File: src/design/i2cseq_pkg.sv
`timescale 1ns / 1ps
package i2cseq_pkg;

  localparam logic [7:0] ReadLenMax = 8'd255;
  localparam logic [7:0] ReadBit    = 8'h01;

  typedef enum logic [1:0] {
    FuncStart  = 2'd0,
    FuncBus    = 2'd1,
    FuncCancel = 2'd2
  } func_e;

  typedef enum logic [3:0] {
    StStart      = 4'd0,
    StRepStart   = 4'd1,
    StMtSlaAck   = 4'd2,
    StMtDataAck  = 4'd3,
    StMtSlaNack  = 4'd4,
    StMtDataNack = 4'd5,
    StArbLost    = 4'd6,
    StMrSlaAck   = 4'd7,
    StMrSlaNack  = 4'd8,
    StMrDataAck  = 4'd9,
    StMrDataNack = 4'd10,
    StBusError   = 4'd11,
    StOther      = 4'd12
  } bus_status_e;

  typedef struct packed {
    logic [1:0] func;
    logic [7:0] slave_addr;
    logic [7:0] read_length;
    logic [3:0] bus_status;
    logic [7:0] rx_byte;
    logic       tx_valid;
    logic [7:0] tx_byte;
  } in_t;

  typedef struct packed {
    logic        send_start;
    logic        send_stop;
    logic        send_ack;
    logic        keep_going;
    logic [7:0]  bus_byte;
    logic        bus_byte_valid;
    logic        take_tx;
    logic        store_valid;
    logic [7:0]  store_byte;
    logic        request_done;
    logic [15:0] error_total;
    logic        start_refused;
  } out_t;

  typedef struct packed {
    logic        busy;
    logic        read_pending;
    logic [7:0]  target_address;
    logic [7:0]  read_room;
    logic [15:0] error_count;
  } state_t;

endpackage

File: src/design/i2cseq_in_if.sv
`timescale 1ns / 1ps
interface i2cseq_in_if;
  import i2cseq_pkg::*;
  logic valid;
  logic ready;
  in_t  data;
  modport source (output valid, output data, input ready);
  modport sink (input valid, input data, output ready);
endinterface

File: src/design/i2cseq_out_if.sv
`timescale 1ns / 1ps
interface i2cseq_out_if;
  import i2cseq_pkg::*;
  logic valid;
  logic ready;
  out_t data;
  modport source (output valid, output data, input ready);
  modport sink (input valid, input data, output ready);
endinterface

File: src/design/i2cseq_core.sv
`timescale 1ns / 1ps
module i2cseq_core (
  input  logic               clk_i,
  input  logic               rst_ni,
  input  logic               accept_i,
  input  i2cseq_pkg::in_t    item_i,
  output i2cseq_pkg::out_t   result_o
);
  import i2cseq_pkg::*;

  state_t state_q, state_d;
  out_t   res;

  always_comb begin
    logic [7:0] room_after;
    room_after = state_q.read_room;
    state_d    = state_q;
    res        = '0;
    unique case (item_i.func)
      FuncStart: begin
        if (state_q.busy) begin
          res.start_refused = 1'b1;
        end else begin
          state_d.target_address = item_i.slave_addr;
          state_d.read_pending   = (item_i.read_length != 8'd0);
          state_d.read_room      = (item_i.read_length > ReadLenMax) ? ReadLenMax
                                                                     : item_i.read_length;
          state_d.busy           = 1'b1;
          res.send_start         = 1'b1;
          res.keep_going         = 1'b1;
        end
      end
      FuncBus: begin
        if (state_q.busy) begin
          // received byte goes to the buffer only while room remains
          if ((item_i.bus_status == StMrDataAck || item_i.bus_status == StMrDataNack)
              && state_q.read_room != 8'd0) begin
            res.store_valid = 1'b1;
            res.store_byte  = item_i.rx_byte;
            room_after      = state_q.read_room - 8'd1;
          end
          state_d.read_room = room_after;
          unique case (item_i.bus_status)
            StStart: begin
              res.bus_byte       = state_q.target_address;
              res.bus_byte_valid = 1'b1;
              res.keep_going     = 1'b1;
            end
            StRepStart: begin
              res.bus_byte       = state_q.read_pending ? (state_q.target_address | ReadBit)
                                                        : state_q.target_address;
              res.bus_byte_valid = 1'b1;
              res.keep_going     = 1'b1;
            end
            StMtSlaAck, StMtDataAck: begin
              if (item_i.tx_valid) begin
                res.bus_byte       = item_i.tx_byte;
                res.bus_byte_valid = 1'b1;
                res.take_tx        = 1'b1;
                res.keep_going     = 1'b1;
              end else if (state_q.read_pending) begin
                res.send_start = 1'b1;
                res.keep_going = 1'b1;
              end else begin
                res.send_stop    = 1'b1;
                res.request_done = 1'b1;
                state_d.busy     = 1'b0;
              end
            end
            StArbLost: begin
              state_d.error_count = state_q.error_count + 16'd1;
              res.send_start      = 1'b1;
              res.keep_going      = 1'b1;
            end
            StMrSlaAck, StMrDataAck: begin
              res.send_ack   = (room_after > 8'd1);
              res.keep_going = 1'b1;
            end
            StMrDataNack: begin
              res.send_stop    = 1'b1;
              res.request_done = 1'b1;
              state_d.busy     = 1'b0;
            end
            default: begin
              // address nacks, write data nacks, bus error and unknown codes
              state_d.error_count = state_q.error_count + 16'd1;
              res.send_stop       = 1'b1;
              res.request_done    = 1'b1;
              state_d.busy        = 1'b0;
            end
          endcase
        end
      end
      FuncCancel: begin
        state_d.read_pending = 1'b0;
      end
      default: begin
      end
    endcase
    res.error_total = state_d.error_count;
  end

  always_ff @(posedge clk_i or negedge rst_ni) begin
    if (!rst_ni) begin
      state_q <= '0;
    end else if (accept_i) begin
      state_q <= state_d;
    end
  end

  assign result_o = res;

endmodule

File: src/design/i2cseq_out_reg.sv
`timescale 1ns / 1ps
module i2cseq_out_reg (
  input  logic              clk_i,
  input  logic              rst_ni,
  input  logic              load_i,
  input  i2cseq_pkg::out_t  result_i,
  output logic              room_o,
  i2cseq_out_if.source      out_o
);
  import i2cseq_pkg::*;

  logic valid_q, valid_d;
  out_t data_q;

  // free when empty or when the held result transfers this cycle
  assign room_o = !valid_q || out_o.ready;

  always_comb begin
    valid_d = valid_q;
    if (load_i) begin
      valid_d = 1'b1;
    end else if (out_o.ready) begin
      valid_d = 1'b0;
    end
  end

  always_ff @(posedge clk_i or negedge rst_ni) begin
    if (!rst_ni) begin
      valid_q <= 1'b0;
    end else begin
      valid_q <= valid_d;
    end
  end

  always_ff @(posedge clk_i) begin
    if (load_i) begin
      data_q <= result_i;
    end
  end

  assign out_o.valid = valid_q;
  assign out_o.data  = data_q;

endmodule

File: src/design/i2c_master_write_read_sequencer.sv
`timescale 1ns / 1ps
// I2C write-then-read transaction sequencer. Every input transfer (start
// request, bus status event, read cancel or unused code) yields exactly
// one result, in the cycle after it is taken: the sequencing logic works
// straight from the input and the current state into a single output
// register, so it takes one item per cycle unless the output stalls. Input
// ready is high while that register is empty or its result transfers in
// the same cycle; a stalled result holds further input until it is taken.
module i2c_master_write_read_sequencer (
  input  logic        clk_i,
  input  logic        rst_ni,
  i2cseq_in_if.sink   in_i,
  i2cseq_out_if.source out_o
);
  import i2cseq_pkg::*;

  logic room;
  logic accept;
  out_t result;

  assign in_i.ready = room;
  assign accept     = in_i.valid && room;

  i2cseq_core u_core (
    .clk_i    (clk_i),
    .rst_ni   (rst_ni),
    .accept_i (accept),
    .item_i   (in_i.data),
    .result_o (result)
  );

  i2cseq_out_reg u_out (
    .clk_i    (clk_i),
    .rst_ni   (rst_ni),
    .load_i   (accept),
    .result_i (result),
    .room_o   (room),
    .out_o    (out_o)
  );

endmodule

File: src/flat_wrapper.sv
// flat-port wrapper written by rule: the top's interface ports become plain ports
module i2c_master_write_read_sequencer_flat import i2cseq_pkg::*;
  (clk_i, rst_ni, in_i_valid, in_i_data, in_i_ready, out_o_valid, out_o_data, out_o_ready);
  i2cseq_in_if in_i_i ();
  i2cseq_out_if out_o_i ();
  input  logic clk_i;
  input  logic rst_ni;
  input wire logic [$bits(in_i_i.valid)-1:0] in_i_valid;
  input wire logic [$bits(in_i_i.data)-1:0] in_i_data;
  output wire logic [$bits(in_i_i.ready)-1:0] in_i_ready;
  output wire logic [$bits(out_o_i.valid)-1:0] out_o_valid;
  output wire logic [$bits(out_o_i.data)-1:0] out_o_data;
  input wire logic [$bits(out_o_i.ready)-1:0] out_o_ready;
  assign in_i_i.valid = in_i_valid;
  assign in_i_i.data = in_i_data;
  assign in_i_ready = in_i_i.ready;
  assign out_o_valid = out_o_i.valid;
  assign out_o_data = out_o_i.data;
  assign out_o_i.ready = out_o_ready;
  i2c_master_write_read_sequencer u_core (.clk_i(clk_i), .rst_ni(rst_ni), .in_i(in_i_i), .out_o(out_o_i));
endmodule
File: config.mk
export PLATFORM = sky130hd
export DESIGN_NAME = i2c_master_write_read_sequencer_flat
export DESIGN_NICKNAME = d
export VERILOG_FILES = /design/src/design/i2cseq_pkg.sv /design/src/design/i2cseq_in_if.sv /design/src/design/i2cseq_out_if.sv /design/src/design/i2cseq_core.sv /design/src/design/i2cseq_out_reg.sv /design/src/design/i2c_master_write_read_sequencer.sv /design/src/flat_wrapper.sv
export SDC_FILE = /design/constraint.sdc
export NUM_CORES = 1
export LEC_CHECK = 0
export BUFFER_PORTS_ARGS = -buffer_cell sky130_fd_sc_hd__buf_2
export CORE_ASPECT_RATIO = 1.5
export CORE_MARGIN = 10
export CORE_UTILIZATION = 49
export DETAILED_ROUTE_END_ITERATION = 8
export GPL_TIMING_DRIVEN = 0
export PLACE_DENSITY = 0.76
export SLEW_MARGIN = 25
export SYNTH_ARGS = -nofsm -noshare
export SYNTH_HDL_FRONTEND = slang
export SYNTH_HIERARCHICAL = 1
export SYNTH_SLANG_ARGS = --single-unit
File: constraint.sdc
create_clock -name clk_i -period 2.74 [get_ports clk_i]
set_input_delay 0.137 -clock clk_i [delete_from_list [all_inputs] [get_ports clk_i]]
set_output_delay 0.137 -clock clk_i [all_outputs]
set_load 0.01 [all_outputs]
# == Word-level counts from Yosys, hierarchy flattened ==
# Index checks and enable logic that the tools add are counted.
# classes
addsub,2
order_cmp,2
eq_ne,11
mux,34
bitwise_logic,1
reduce_logical,24
# op_table
op,n
two-way mux 24 bit,2
two-way mux 16 bit,2
two-way mux 8 bit,4
case mux 9 bit (3 select lines),1
two-way mux 17 bit,1
"adder 16 x 1 -> 16 bit, second input constant",1
case mux 1 bit (2 select lines),8
case mux 8 bit (2 select lines),1
nonzero test 8 bit,2
AND reduction 3 bit,5
two-way mux 1 bit,12
two-way mux 10 bit,1
two-way mux 9 bit,1
"equality test 4 x 2 -> 1 bit, second input constant",2
"equality test 4 x 3 -> 1 bit, second input constant",2
"equality test 4 bit, second input constant",2
"> comparator 8 x 1 -> 1 bit, second input constant",1
"> comparator 8 bit, second input constant",1
"subtractor 8 x 1 -> 8 bit, second input constant",1
OR reduction 7 bit,1
nonzero test 2 bit,3
OR reduction 5 bit,1
"equality test 4 x 1 -> 1 bit, second input constant",1
logical NOT 4 bit,1
12 further kinds,17
# word_totals
register_bits,76
in_bits,43
wordCells,92

# == Depth between registers and ports, before layout ==
# logic_depth
word_depth,10
depth_mapped,8
mapped_depth_nobuf,7

# == Modules after synthesis ==
# The synthesis kept the hierarchy.
# by_module_without_submodules
mod,instances,cells_each,area_each_um2
i2cseq_core,1,295,2606.2
i2cseq_out_reg,1,44,1278.7
i2c_master_write_read_sequencer,1,1,6.3

# == Worst setup path before layout ==
# Ideal clock, no wire load.
# synth_timing
path_kind,register -> register
from,reg u_core.u_out.valid_q (netlist: u_core/u_out/out_o.valid)
to,reg u_core/u_core/state_q[24] (netlist name)
setup_ns,0.125
t_arrival_ns,2.662
slack_ns,-0.047
path_stages_with_launch,7
n_path_buf,1
period_less_slack_ns,2.787
path_cell_list,dfrtp_1 > nand2b_4 > and2_1 > buf_1 > nand2b_1 > nor2_2 > mux2_2
# synth_via
elab_chain_len,4
# synth_rtl
element,line,source
from (decl),i2cseq_out_reg.sv:12,"logic valid_q, valid_d;"
from (signal assigned),i2cseq_out_reg.sv:31,valid_q <= valid_d;
logical NOT 1 bit,i2cseq_out_reg.sv:16,assign room_o = !valid_q || out_o.ready;
logical OR 1 bit,i2cseq_out_reg.sv:16,
via in_i_ready,flat_wrapper.sv:10,output wire logic [$bits(in_i_i.ready)-1:0] in_i_ready;
logical AND 1 bit,i2c_master_write_read_sequencer.sv:22,assign accept = in_i.valid && room;
via u_core.accept,i2c_master_write_read_sequencer.sv:18,logic accept;
AND reduction 3 bit (no source line),n/a,
to (signal assigned),i2cseq_core.sv:107,state_q <= state_d;
to (decl),i2cseq_core.sv:11,"state_t state_q, state_d;"
# The timed path passes the listed nets, and every way through them passes these cells.
# A chain may end at the register's enable or synchronous reset.

# == Worst setup path after layout ==
# layout_timing
from,reg u_core.u_out.valid_q (netlist: u_core/u_out/out_o.valid)
to,reg u_core/u_core/state_q[16] (netlist name)
# layout_via
elab_chain_len,4
# layout_rtl
element,line
logical NOT 1 bit,i2cseq_out_reg.sv:16
logical OR 1 bit,i2cseq_out_reg.sv:16
logical AND 1 bit,i2c_master_write_read_sequencer.sv:22
via u_core.accept,i2c_master_write_read_sequencer.sv:18
AND reduction 4 bit (no source line),n/a
# The timed path passes the listed nets, and every way through them passes these cells.

==> qor.yml <==
place:
  detailed_place_hpwl_mm: 6.640
  detailed_place.area_sq_um: 4436
  dp_worst_setup_slack_ns: -0.1753
  globalplace.congestion: 0.8864
  port_buffers: 83
critical_path:
  rr_worst_depth: 7
  worst_setup_path_start_kind: "register"
  data_required_time_at_the_worst_endpoint_ns: 2.96
  crit_path_end_kind: "register"
  timing.critical_path.fanout_max: 22
  timing_worst_setup_path_type: "register to register"
  crit_arrival_ns: 2.72
global_routing:
  globalRoute.totalOverflow: 0
  grt_pass1_vias: 2965
  grt_pass1_wl_mm: 14.21
  all_layer_global_routing_usage_pct: 14.82
  grt_antenna_before_repair: 0
  pin_count_of_the_biggest_net_entering_global_routing: 44
timing:
  finalSetupViolations: 0
  finClkSkew_ns: 0.007266
  max_slew.worst_pin.slew_ns: 0.7961
  finalHoldWorstSlack_ns: 0.03103
  final.setup.worst_slack_ns: 0.2424
  rsz0062_at_grt: "false"
  fmax_ghz: 0.4004
  slew_headroom_pct: 46.92
  final-max-slew-violation-count: 0
  post-route-period-util_pct: 91.15
  hold_violations: 0
  fin_crit_ns: 2.498
finish:
  total_non_filler_cell_area_in_the_finished_layout_sq_um: 4761
  insertedDiodeCount: 0
  final_core_util_pct: 62.14
  final_layout_size_suffix_gt1_share_pct: 33.64
  layout_stage_area_growth_over_the_synthesis_result_pct: 22.35
  finalNetCount: 482
clocking:
  post-cts-setup-buffer-count: 0
  cts_tree: "done"
  total_cts_buffers: 9
  cts_htree_levels: 3
  clk_pin_slew_ns: 0.06
  cts_root_buf: "sky130_fd_sc_hd__clkbuf_16"
  clock_path_buffers: 2
  cts.sinks: 76
  clkLatencyLatePin_ns: 0.34
routing:
  firstDrtPassIters: 4
  routed_wirelength_mm: 8.905
  ant_nets: 0
  vias_per_cell: 5.266
  drt-wirelength-per-cell_um: 16.43
  remaining_routing_drc_violations: 0
  vias: 2854
  drt-initial-drc-count: 141
job:
  cap_viol_max_count: 0
hold_path:
  worstHoldPathCells: 2
  worst_hold_path_type: "input pin to register"
die:
  die_width_um: 92.76
  std_cell_rows: 39
  die_area_sq_um: 11980
  core-area_sq_um: 7661
  die_h_um: 129.1
  num_io_pins: 86
  floorplan.initialDensity_pct: 50.79
yosys:
  ys.warnings.count: 6
  synth-seq-cells: 76
  netlist_area_sq_um: 3891
  synth_cell_type_count: 56
  synthDominantAreaCellType: "sky130_fd_sc_hd__edfxtp_1"
  post-synth-top-area-fraction_pct: 31.64
  synth_top_family_by_area: "simple AND/OR/NAND/NOR gates"
  synth_simple_gate_area_share_pct: 16.85
  synth_fp_nets: 386
  top_area_cells_in_the_synthesized_netlist: "sky130_fd_sc_hd__edfxtp_1 (32%), sky130_fd_sc_hd__dfrtp_1 (23%), sky130_fd_sc_hd__xnor2_1 (6.5%)"
  avg_inst_size_synth_sq_um: 11.44
  synth-seq-area-share_pct: 54.15
  synth_compound_gate_area_share_pct: 11.58
  synth_most_common_cell: "sky130_fd_sc_hd__edfxtp_1"
  synth_xor_area_share_pct: 7.203
  yosys-top-cells-count: "sky130_fd_sc_hd__edfxtp_1 (41), sky130_fd_sc_hd__dfrtp_1 (35), sky130_fd_sc_hd__xnor2_1 (29), sky130_fd_sc_hd__nor2_1 (28)"
  yosys.area_share.adder_pct: 0.9646
  async_set_or_reset_register_ratio_after_synthesis_pct: 46.05
  synthCells: 340
  dominantRegCellSynth: "sky130_fd_sc_hd__edfxtp_1"
  synth_edf_count: 41
  muxShareOfSynthArea_pct: 3.441
power:
  static-leakage-power_nw: 2.005
  fin_total_pwr_mw: 3.387
  power.ir.vdd_worst_mv: 0.4485
  power-per-cell-area_nw_per_um2: 711.4
outcome:
  run_status: "completed"
-- kinds of logic (layout without fill, tap and decap cells) --
family                   after synthesis  in the layout
XOR/XNOR                              32             32
adder cells (fa/ha/maj)                3              3
multiplexers                          12             12
buffers and inverters                 39            138
AO/OA/AOI/OAI                         58             58
flip-flops                            76             76
AND/OR/NAND/NOR                      120            121
-- registers in the layout, indices dropped and copies added, names as in the netlist --
signal,cells
u_core/u_core/state_q,34
u_core/u_out/out_o.valid,1
u_core/u_out/out_o.data,41
-- cells in the final DEF, fill, tap and decap left out, types with 2 or more instances in the layout --
cell,Yosys,layout
sky130_fd_sc_hd__inv_1,8,8
sky130_fd_sc_hd__buf_2,4,87
sky130_fd_sc_hd__bufinv_16,0,2
sky130_fd_sc_hd__clkbuf_1,7,8
sky130_fd_sc_hd__nor3_1,4,4
sky130_fd_sc_hd__xor2_1,3,3
sky130_fd_sc_hd__nand4_1,11,11
sky130_fd_sc_hd__a32oi_1,3,3
sky130_fd_sc_hd__xnor2_1,29,29
sky130_fd_sc_hd__and4_1,2,2
sky130_fd_sc_hd__nand3_1,18,18
sky130_fd_sc_hd__dfrtp_1,35,35
sky130_fd_sc_hd__a21oi_1,9,9
sky130_fd_sc_hd__and2_1,4,3
sky130_fd_sc_hd__ha_1,3,3
sky130_fd_sc_hd__a31oi_1,3,3
sky130_fd_sc_hd__a21o_1,2,2
sky130_fd_sc_hd__a22o_1,4,4
sky130_fd_sc_hd__o31ai_1,3,3
sky130_fd_sc_hd__and3_1,14,14
sky130_fd_sc_hd__or3b_2,3,3
sky130_fd_sc_hd__nor2b_1,5,5
sky130_fd_sc_hd__edfxtp_1,41,41
sky130_fd_sc_hd__a221oi_1,2,2
sky130_fd_sc_hd__mux2_2,10,10
sky130_fd_sc_hd__nor2_1,28,28
sky130_fd_sc_hd__nand2b_1,3,3
sky130_fd_sc_hd__nor4_1,4,4
sky130_fd_sc_hd__clkbuf_16,0,9
sky130_fd_sc_hd__nand2_1,13,13
sky130_fd_sc_hd__a21boi_0,2,2
sky130_fd_sc_hd__a22oi_1,9,9
sky130_fd_sc_hd__o21ai_0,12,12
sky130_fd_sc_hd__buf_4,18,18
sky130_fd_sc_hd__clkinv_2,0,2
-- where the power goes --
part	leakage [nW]	switching (mW)	total [mW]	internal [mW]
clock	0.148	0.433	1.22	0.788
combinational	0.998	0.367	0.666	0.299
sequential	0.859	0.130	1.50	1.37
total	2.01	0.930	3.39	2.46
-- path summary, 6_finish.rpt --
check,from,endpoint,slack [ns]
min reg2reg,u_core/u_core/state_q[15],u_core/u_core/state_q[15],0.50
max in group asynchronous,rst_ni,u_core/u_core/state_q[21],1.81
max reg2reg,u_core/u_out/out_o.valid,u_core/u_core/state_q[16],0.24
min,in_i_data[35],u_core/u_core/state_q[30],0.03
max,u_core/u_out/out_o.valid,u_core/u_core/state_q[16],0.24
min in group asynchronous,rst_ni,u_core/u_core/state_q[15],0.42
-- critical path: stages (launching register included) --
cell and delay, ns:
sky130_fd_sc_hd__dfrtp_1 0.40, sky130_fd_sc_hd__nand2b_4 0.09, sky130_fd_sc_hd__and2_4 0.35, sky130_fd_sc_hd__buf_1 0.38
sky130_fd_sc_hd__nand2b_1 0.21, sky130_fd_sc_hd__a21oi_1 0.44, sky130_fd_sc_hd__o21ai_0 0.22, sky130_fd_sc_hd__a22o_1 0.27
-- area by class of cell --
class                      count  area (sq um)
clock buffer                  10         229.0
buffer                        31         196.4
inverter                       8         30.03
clock inverter                 5         77.57
tap                          102         127.6
fill                         654          2900
multi-input combinational    226          1568
timing repair buffer          84         425.4
sequential                    76          2107
-- through the flow --
| stage | std cells | TNS, ns |
|---|---|---|
| floorplan | 340 | 0 |
| CTS | 541 | 0 |
| finish | 542 | 0 |
| global placement | 525 | -0.4144 |
| detailed placement | 525 | -0.8702 |
| global route | 542 | 0 |
-- per-layer routing --
metal  track usage [%]  up-vias  routed length, um
met3             4.855       11                635
li1                  -     1416                  -
met1             14.93     1355               3302
met5                 0        -                  0
met2             26.44       72               4849
met4             7.923        0                118
-- repair_timing --
action	in CTS	in global routing
gates resized for setup	1	0
endpoints found under the hold margin	35	0
pin swaps	0	1
hold buffers	1	0
gates cloned	0	1
setup endpoints to repair	10	2
Power figures use the tool's default switching activity.
